[src/fresnel_dielectric_reflectance_core_assert.svh]
// ----------------------------------------------------------------------------
// fresnel dielectric reflectance core assertion macros
// short forms for clocked properties with a synchronous active-low reset
// ----------------------------------------------------------------------------
`ifndef FRESNEL_DIELECTRIC_REFLECTANCE_CORE_ASSERT_SVH
`define FRESNEL_DIELECTRIC_REFLECTANCE_CORE_ASSERT_SVH

// same-cycle implication
`define FDR_ASSERT_NOW(lbl, ante, cons, msg) \
  lbl: assert property (@(posedge clk) disable iff (!rst_n) (ante) |-> (cons)) \
    else $error(msg);

// next-cycle implication
`define FDR_ASSERT_NEXT(lbl, ante, cons, msg) \
  lbl: assert property (@(posedge clk) disable iff (!rst_n) (ante) |=> (cons)) \
    else $error(msg);

`endif

[src/fdr_div.sv]
// ----------------------------------------------------------------------------
// fdr_div
// pipelined restoring divider, one quotient bit per stage
// ----------------------------------------------------------------------------
module fdr_div #(
  parameter int unsigned NW = 58,
  parameter int unsigned DW = 28,
  parameter int unsigned QW = 31,
  parameter int unsigned SW = 1
) (
  input  logic          clk,
  input  logic          rst_n,
  input  logic          en,
  input  logic          in_vld,
  input  logic [NW-1:0] in_num,
  input  logic [DW-1:0] in_den,
  input  logic [SW-1:0] in_side,
  output logic          out_vld,
  output logic [QW-1:0] out_quo,
  output logic [SW-1:0] out_side
);

  logic          vld_r  [QW];
  logic [DW-1:0] rem_r  [QW];
  logic [QW-1:0] qw_r   [QW];
  logic [DW-1:0] den_r  [QW];
  logic [SW-1:0] side_r [QW];

  genvar i;
  for (i = 0; i < QW; i++) begin : g_step
    logic          vld_src;
    logic [DW-1:0] rem_src;
    logic [QW-1:0] qw_src;
    logic [DW-1:0] den_src;
    logic [SW-1:0] side_src;
    logic [DW:0]   trial;
    logic          ge;

    if (i == 0) begin : g_first
      // numerator top bits are below the divisor, so they seed the remainder
      assign vld_src  = in_vld;
      assign rem_src  = DW'(in_num[NW-1:QW]);
      assign qw_src   = in_num[QW-1:0];
      assign den_src  = in_den;
      assign side_src = in_side;
    end else begin : g_next
      assign vld_src  = vld_r[i-1];
      assign rem_src  = rem_r[i-1];
      assign qw_src   = qw_r[i-1];
      assign den_src  = den_r[i-1];
      assign side_src = side_r[i-1];
    end

    assign trial = {rem_src, qw_src[QW-1]};
    assign ge    = (trial >= {1'b0, den_src});

    always_ff @(posedge clk) begin
      if (!rst_n) begin
        vld_r[i] <= 1'b0;
      end else if (en) begin
        vld_r[i] <= vld_src;
      end
    end

    always_ff @(posedge clk) begin
      if (en) begin
        rem_r[i]  <= ge ? DW'(trial - {1'b0, den_src}) : trial[DW-1:0];
        qw_r[i]   <= {qw_src[QW-2:0], ge};
        den_r[i]  <= den_src;
        side_r[i] <= side_src;
      end
    end
  end

  assign out_vld  = vld_r[QW-1];
  assign out_quo  = qw_r[QW-1];
  assign out_side = side_r[QW-1];

endmodule

[config.mk]
export PLATFORM = sky130hd
export DESIGN_NAME = fdr_div
export DESIGN_NICKNAME = d
export VERILOG_FILES = /design/src/fresnel_dielectric_reflectance_core_assert.svh /design/src/fdr_div.sv
export SDC_FILE = /design/constraint.sdc
export NUM_CORES = 2
export LEC_CHECK = 0
export BUFFER_PORTS_ARGS = -buffer_cell sky130_fd_sc_hd__buf_2
export CORE_MARGIN = 4
export CORE_UTILIZATION = 40
export DETAILED_ROUTE_END_ITERATION = 16
export HOLD_SLACK_MARGIN = 0.02
export PLACE_DENSITY = 0.53
export SLEW_MARGIN = 40
export SYNTH_ARGS = -nofsm -noshare
export SYNTH_HDL_FRONTEND = slang
export SYNTH_SLANG_ARGS = --single-unit
[constraint.sdc]
create_clock -name clk -period 5.1 [get_ports clk]
set_clock_uncertainty 0.2 [all_clocks]
set_input_delay 1.02 -clock clk [delete_from_list [all_inputs] [get_ports clk]]
set_output_delay 1.02 -clock clk [all_outputs]
set_load 0.01 [all_outputs]
==> impl_metrics.ini <==
[setup_path]
worstPathRequired_ns = 5.51
path_max_fanout = 19
slowest_stage = a211oi_1
cpMostUsedCell = a21oi_1
worstPathCellList = ha_1 -> o21ai_0 -> a21oi_1 -> o21a_1 -> nor2_1 -> o41ai_2 -> a211oi_1 -> o21ai_1 -> a21oi_1 -> a21o_1 -> buf_12 -> mux2_2
arrival_ns = 4.99
start_kind = flip-flop
crit_path_end_kind = flip-flop
cpPeakStageDelay_ns = 0.68
path_class = reg2reg

[global_routing]
grt_remaining_overflow = 0
grt_first_pass_wirelength_microns = 482500
grt_start_max_net_pins = 128
grt_pass1_vias = 83380
track_usage_pct = 17.43
antenna_found_initial = 9

[route]
drt_iter0_drc = 6061
drt-total-wl_microns = 312800
drt-pass1-iter-count = 9
ant_nets = 0
routed_via_density = 5.258
drc = 0
vias = 84450
wl_per_cell_microns = 19.48

[logic_synthesis]
synth_cell_type_count = 103
synth_seq_cells = 2703
async_flop_share_pct = 0
syn_nets = 11870
netlist_instances = 10880
yosys_warnings = 0
yosysTopAreaCellShare_pct = 59.86
synth-edff-count = 2702
yosys.area.top_type = edfxtp_1
synth_area_leaders = edfxtp_1, ha_1, inv_1
synth-main-ff-cell = edfxtp_1
syn_avg_cell_area_sq_um = 12.46
yosysSeqAreaShare_pct = 59.87
syn_area_sq_um = 135600

[clocking]
clk_pin_slew_ns = 0.06
cts_sinks = 2703
cts_resized = 0
root_buffer = clkbuf_16
worstSkewPairLatency_ns = 0.90
htreeDepth = 5
cts_inserted_buffers = 315
cts_buffer_depth = 4
tritoncts = yes

[timing]
maxSlewHeadroom_pct = 40.09
period_share_pct = 89.75
setup_viol = 0
max_freq_mhz = 218.5
hold_viol = 0
fin_crit_ns = 4.577
worst_slew_pin_slew_ns = 0.8904
holdWs_ns = 0.1190
drv_slew = 0
fin_tns_setup_ns = 0
rsz0062_at_grt = false

[pwr]
p_per_area_nw_per_um2 = 637.4
p_leak_nw = 61.09
peakVddDrop_uv = 309.4

[floorplanning]
row_count = 213
ios = 124
core_sq_um = 337100
die_area_sq_um = 348300
die_w_microns = 590.1
die_h_microns = 590.1
start_util_pct = 40.21

[final_layout]
finalInstanceArea_sq_um = 153600
multi_input_area_sq_um = 49650
drive_gt1_share_pct = 10.60
final_cell_mix = edfxtp_1, inv_1, ha_1
area_growth_pct = 13.28
layout_commonest_cell = edfxtp_1
seqCellArea_sq_um = 81160
fillers = 29980
fin_nets = 12280

[placement]
postPlaceCellArea_sq_um = 142900
place.gp.congestion = 0.8909
place_hpwl_microns = 232600
io_buffers = 123

[worst_hold_path]
hp-class = in2reg

[job]
maxCapViolCount = 0

[status]
status = completed
## kinds of logic (layout without fill, tap and decap cells)
group / after synthesis / count (layout) / share of synthesized area [%]
multiplexers: 414 / 414 / 3.446
buffers and inverters: 1296 / 1959 / 3.674
XOR/XNOR: 660 / 660 / 4.264
AO/OA/AOI/OAI: 2616 / 2616 / 12.20
flip-flops: 2703 / 2703 / 59.87
AND/OR/NAND/NOR: 2291 / 2291 / 8.090
adder cells (fa/ha/maj): 898 / 898 / 8.455
other: 0 / 4 / 0
## final timing paths
path | from | to | cells past startpoint | slack (ns)
setup / recovery | rem_r[0][337]$_DFFE_PP_ | rem_r[0][366]$_DFFE_PP_ | 12 | 0.52
hold / removal | in_num[28] | qw_r[0][29]$_DFFE_PP_ | 1 | 0.12
setup reg to reg | rem_r[0][337]$_DFFE_PP_ | rem_r[0][366]$_DFFE_PP_ | 12 | 0.52
hold reg to reg | qw_r[1][126]$_DFFE_PP_ | qw_r[1][158]$_DFFE_PP_ | 0 | 0.19
## what timing repair did
action                                  CTS  global route
endpoints found under the setup margin    0             0
buffers inserted                          0             0
hold buffers                             26             0
endpoints found under the hold margin    26             0
## flip-flops by register name, indices dropped and copies added, names as in the netlist
register,flops
den_r,840
qw_r,961
side_r,31
vld_r,31
rem_r,840
## worst max-delay path, delay by kind of cell, from the launching register on
kind / cells / cell delay (ns)
multiplexers: 1 / 0.36
AO/OA/AOI/OAI: 8 / 2.37
buffers and inverters: 1 / 0.23
flip-flops: 1 / 0.39
AND/OR/NAND/NOR: 1 / 0.30
adder cells (fa/ha/maj): 1 / 0.40
## routing by layer
metal / global-route usage (%) / vias to the layer above / routed length (microns)
met4: 6.371 / 0 / 11950
met5: 0 / - / 0
met2: 28.11 / 1797 / 142700
li1: - / 41100 / -
met1: 24.33 / 40990 / 146200
met3: 1.956 / 565 / 11910
## through the flow
stage          power [mW]  utilization [%]  std cells  setup slack (ns)
2_1_floorplan       63.87                -      10880            0.9005
3_3_place_gp        74.93            42.35      15450            0.4493
3_5_place_dp        75.41            42.38      15460            0.5979
4_1_cts             98.76            45.53      16050            0.6366
5_1_grt             104.6            45.55      16060            0.3023
6_report            97.87            45.55      16060            0.5225
## layout make-up
class	count	share of cell area [%]
multi-input combinational	6879	32.34
timing repair buffer	298	1.713
clock buffer	370	5.365
antenna	4	0.006518
clock inverter	201	1.385
tap	4515	3.679
inverter	1090	2.664
sequential	2703	52.85
## cell usage after synthesis, drive strengths merged (46+ instances only)
master  count
a31oi      97
inv      1090
mux2      370
nor3      126
o211ai     55
xor2      262
nand2     684
a21oi     747
nor2      591
nand3     173
a211oi     61
and3      114
xnor2     398
o21bai     85
clkbuf    155
edfxtp   2702
a21o      393
buf        50
o21ai     658
nor2b     128
o31ai      55
ha        868
or3        46
nand2b    125
nand4     113
o21a      128
## where the power goes
part           switching (mW)  internal, mW  leakage, nW
clock network            9.14          13.4         5.04
registers                3.28          31.8         26.5
logic                    22.6          17.7         29.6
total                    35.0          62.8         61.1
(Power assumes the default switching activity.)
