<file path="src/fresnel_dielectric_reflectance_core_assert.svh">
// ----------------------------------------------------------------------------
// fresnel dielectric reflectance core assertion macros
// short forms for clocked properties with a synchronous active-low reset
// ----------------------------------------------------------------------------
`ifndef FRESNEL_DIELECTRIC_REFLECTANCE_CORE_ASSERT_SVH
`define FRESNEL_DIELECTRIC_REFLECTANCE_CORE_ASSERT_SVH

// same-cycle implication
`define FDR_ASSERT_NOW(lbl, ante, cons, msg) \
  lbl: assert property (@(posedge clk) disable iff (!rst_n) (ante) |-> (cons)) \
    else $error(msg);

// next-cycle implication
`define FDR_ASSERT_NEXT(lbl, ante, cons, msg) \
  lbl: assert property (@(posedge clk) disable iff (!rst_n) (ante) |=> (cons)) \
    else $error(msg);

`endif

</file>
<file path="src/fdr_isqrt.sv">
// ----------------------------------------------------------------------------
// fdr_isqrt
// pipelined integer square root, floor, one root bit per stage
// ----------------------------------------------------------------------------
module fdr_isqrt #(
  parameter int unsigned IW = 32,
  parameter int unsigned SW = 1
) (
  input  logic            clk,
  input  logic            rst_n,
  input  logic            en,
  input  logic            in_vld,
  input  logic [IW-1:0]   in_val,
  input  logic [SW-1:0]   in_side,
  output logic            out_vld,
  output logic [IW/2-1:0] out_root,
  output logic [SW-1:0]   out_side
);

  localparam int unsigned NS = IW / 2;

  logic          vld_r  [NS];
  logic [IW-1:0] v_r    [NS];
  logic [IW-1:0] res_r  [NS];
  logic [SW-1:0] side_r [NS];

  genvar k;
  for (k = 0; k < NS; k++) begin : g_step
    localparam logic [IW:0] BIT = (IW+1)'(1) << (IW - 2 - 2*k);
    logic          vld_src;
    logic [IW-1:0] v_src;
    logic [IW-1:0] res_src;
    logic [SW-1:0] side_src;
    logic [IW:0]   trial;
    logic          ge;

    if (k == 0) begin : g_first
      assign vld_src  = in_vld;
      assign v_src    = in_val;
      assign res_src  = '0;
      assign side_src = in_side;
    end else begin : g_next
      assign vld_src  = vld_r[k-1];
      assign v_src    = v_r[k-1];
      assign res_src  = res_r[k-1];
      assign side_src = side_r[k-1];
    end

    assign trial = {1'b0, res_src} + BIT;
    assign ge    = ({1'b0, v_src} >= trial);

    always_ff @(posedge clk) begin
      if (!rst_n) begin
        vld_r[k] <= 1'b0;
      end else if (en) begin
        vld_r[k] <= vld_src;
      end
    end

    always_ff @(posedge clk) begin
      if (en) begin
        v_r[k]    <= ge ? IW'({1'b0, v_src} - trial) : v_src;
        res_r[k]  <= ge ? IW'({1'b0, res_src >> 1} + BIT) : (res_src >> 1);
        side_r[k] <= side_src;
      end
    end
  end

  assign out_vld  = vld_r[NS-1];
  assign out_root = res_r[NS-1][NS-1:0];
  assign out_side = side_r[NS-1];

endmodule

</file>
<file path="config.mk">
export PLATFORM = sky130hd
export DESIGN_NAME = fdr_isqrt
export DESIGN_NICKNAME = d
export VERILOG_FILES = /design/src/fresnel_dielectric_reflectance_core_assert.svh /design/src/fdr_isqrt.sv
export SDC_FILE = /design/constraint.sdc
export NUM_CORES = 1
export LEC_CHECK = 0
export BUFFER_PORTS_ARGS = -buffer_cell sky130_fd_sc_hd__buf_2
export CORE_MARGIN = 2
export CORE_UTILIZATION = 57
export DETAILED_ROUTE_END_ITERATION = 7
export GPL_ROUTABILITY_DRIVEN = 0
export GPL_TIMING_DRIVEN = 0
export PLACE_DENSITY = 0.76
export SLEW_MARGIN = 20
export SYNTH_ARGS = -nofsm -noshare
export SYNTH_HDL_FRONTEND = slang
export SYNTH_SLANG_ARGS = --single-unit
</file>
<file path="constraint.sdc">
create_clock -name clk -period 2.7 [get_ports clk]
set_input_delay 0.135 -clock clk [delete_from_list [all_inputs] [get_ports clk]]
set_output_delay 0.135 -clock clk [all_outputs]
set_load 0.05 [all_outputs]
</file>
==> impl_summary.txt <==
----------------------------------------------------
[Run status]
  Result of the run ... finished with violations
  Violated checks ... setup timing

[Setup path]
  Worst Path Required ... just over 3 ns
  R2R cell count ... 8
  Worst Path Class, Setup ... reg -> reg
  Maximum fanout count along the critical path ... 3
  Kind of launch point of the worst setup path ... register
  Crit path DAT ... about 3.2 ns
  Kind of capture point of the worst setup path ... register

[Floorplanning]
  Cell Rows ... 84
  Die ar. ... between 50000 and 60000 um2
  Chip height ... between 200 and 250 um
  Placeable core area ... 52400 um2
  Top-level I/O count ... 55
  Initial core utilization ... between 50% and 60%
  Width of the die ... around 230 um

[Placement]
  HPWL Detailed ... 40.3 mm
  Number of port buffers ... 54
  Placed cell areas ... ~31000 um2

[Pwr]
  Power after layout ... 0.0276 W
  Peak supply drop ... between 0.7 and 0.8 mV
  Leakage dissipation ... about 14 nW
  Power density over the cells ... 750 nW/um2

[Clocking]
  Clock root buffer master ... clkbuf_16
  Clock network latency to the later pin of the worst-skew pair ... 0.60 ns
  CTS clk-pin slew, worst paths ... roughly 0.060 ns
  Sinks on the clock net ... between 600 and 700
  Clock tree from TritonCTS ... done
  Deepest level of the CTS H-tree ... 3
  Buffer depth of the longest clock path ... 3
  Number of buffers created by CTS ... 67

[Global routing]
  Number of global-route vias before repair ... a little under 20000
  Initial antenna violation count ... 0
  Wire length of the first global-routing pass ... roughly 98 mm
  Overall routing resource usage ... 22.9%
  Overflow after GRT ... 0
  Pin count of the biggest net entering global routing ... between 100 and 150

[Synth]
  Dominant cell type by area after synthesis ... edfxtp_1
  Count of different cell masters after synthesis ... 90
  Yosys warns ... 0
  Largest cells by area after synthesis ... edfxtp_1 64%, ha_1 6.2%, xor2_1 3.0%
  Cell area after technology mapping ... 30200 um2
  Top FF cell, synth ... edfxtp_1
  Count of flip-flops with a built-in enable after synthesis ... 647
  Synthesized netlist net count ... ~2500
  Synthesized area divided by synthesized cell count ... 13.3 um2
  Yosys top cell area share ... roughly 64%
  Register area share after synthesis ... approximately 64%
  Share of synthesized flip-flops with an asynchronous set or reset ... 0%
  Post-Syn Instances ... about 2300
  List of most frequent post-synthesis cells ... 647 x edfxtp_1, 181 x inv_1, 150 x ha_1
  Most frequent cell after synthesis ... edfxtp_1
  Total of flip-flops plus latches after synthesis ... approximately 650

[Min path]
  Depth of the worst hold-timing path ... 1
  Worst min-delay path category ... in -> reg

[Detailed routing]
  Count of TritonRoute iterations in the first routing pass ... 5
  Routed vias ... around 19000
  Iteration-0 DRC count of the detailed router ... 1235
  Wire length per cell after detailed routing ... a little over 20 um
  Routed Antenna Nets ... 0
  DRC violation count after routing ... 0
  Via density per instance ... around 5.9
  Final wirelength ... between 60 and 70 mm

[Timing]
  Worst clock skew ... ~0.015 ns
  Slew Limit Fails ... 0
  Share of the cycle needed by the critical path after routing ... 105%
  Slew at the pin closest to its max-slew limit ... 0.818 ns
  Min Clock Period, post-route ... roughly 2.8 ns
  Worst-case setup margin in the final layout ... -0.131 ns
  Achievable Freq ... about 350 MHz
  Final Hold Vio Count ... 0
  Count of endpoints failing setup in the final report ... 85
  Worst max-slew margin expressed relative to the limit ... ~45%
  Unrepaired setup endpoints after global routing ... yes

[Cells and area]
  Final standard cell area without fillers ... ~37000 um2
  Net count reported at finish ... 2729
  Area delta synth->final ... 21.9%
  Filler instances ... 3176
  Share of layout cells above drive strength 1 ... between 20% and 30%
  ANT cells ... 0

[Job]
  Max-Cap Viols ... 0

----------------------------------------------------
flip-flops by register name (all words and copies together), names as in the netlist:
register,flops
v_r,480
res_r,136
side_r,16
vld_r,16
metal layers:
layer	wire [um]	vias up	track usage [%]
met1	21800	9366	21.0
met2	37700	631	47.1
met4	4030	0	12.4
met5	0	-	0
li1	-	9083	-
met3	2450	226	3.53
area by class of cell:
cell class	instances	area, um2	area share [%]
Timing Repair Buffer	209	1860	5.06
Clock inverter	38	317	0.861
Clock buffer	83	1780	4.84
Sequential cell	648	19400	52.9
Multi-Input combinational cell	1408	11500	31.4
Buffer	25	259	0.705
Inverter	183	694	1.89
Tap cell	688	861	2.34
final timing paths:
kind	start	to	slack (ns)
setup reg to reg	v_r[1][135]	v_r[1][180]	-0.13
hold / removal	en	v_r[0][157]	0.04
hold reg to reg	side_r[2][1]	side_r[3][0]	0.41
setup / recovery	v_r[1][135]	v_r[1][180]	-0.13
power breakdown:
group          switching, W  leakage [nW]  internal, W  total [W]
combinational       0.00283          6.56      0.00234    0.00517
sequential         0.000924          6.23       0.0126     0.0135
clock               0.00379          1.05      0.00510    0.00889
total               0.00755          13.8       0.0200     0.0276
through the flow:
step           utilization [%]  std cells  setup WS [ns]  hold WS [ns]  setup TNS (ns)
3_5_place_dp              60.0       3021         -0.758         0.326          -74.82
3_3_place_gp              59.7       3015          -8.23         0.314        -5064.77
6_report                  70.1       3282         -0.131        0.0413           -3.32
5_1_grt                   70.1       3282         -0.171        0.0573           -8.22
2_1_floorplan                -       2273         0.0105         0.234               0
4_1_cts                   67.6       3230        -0.0644        0.0166          -0.286
placed cells by master (no fill, tap or decap), types with 19 or more instances in the layout:
cell type / count
dlygate4sd3_1: 35
clkinv_2: 21
nor4_1: 58
nand2b_1: 24
nand2_2: 22
nand4_1: 26
nor3_1: 34
nor2_1: 129
o21ai_0: 64
nand3_1: 37
nor3_2: 20
clkbuf_1: 19
ha_1: 106
or3_1: 23
o21a_1: 35
clkbuf_16: 75
o21ai_1: 24
buf_2: 54
xnor2_1: 85
o21ai_2: 20
a21oi_1: 101
nor2b_1: 29
xor2_1: 103
ha_4: 32
buf_4: 92
a21o_1: 20
inv_1: 172
edfxtp_1: 647
nand2_1: 110
cell families after synthesis:
logic type,count (synthesis),share of synthesized area (%)
AOI/OAI and AO/OA,385,8.31
xor gates and xnor gates,191,5.55
adders and majority gates,150,6.22
buffers and inverters,218,2.82
DFF,648,64.5
muxes,22,0.788
and+or+nand+nor,659,11.8
worst max-delay path, stage by stage (launching register included):
cell and delay [ns]:
edfxtp_1 0.43, ha_4 0.30, or4b_4 0.48, or4_4 0.48, o21ai_4 0.23, a31oi_4 0.08, buf_4 0.18, nor4_2 0.26
xor2_1 0.12
timing repair:
item,4_1_cts,5_1_grt
gates resized for setup,190,191
setup buffers,59,48
cloned,1,7
hold buffers,35,0
setup endpoints to repair,215,184
hold endpoints to repair,40,0
pin swaps,60,71
Note: power is estimated with default switching activity, not from simulation.
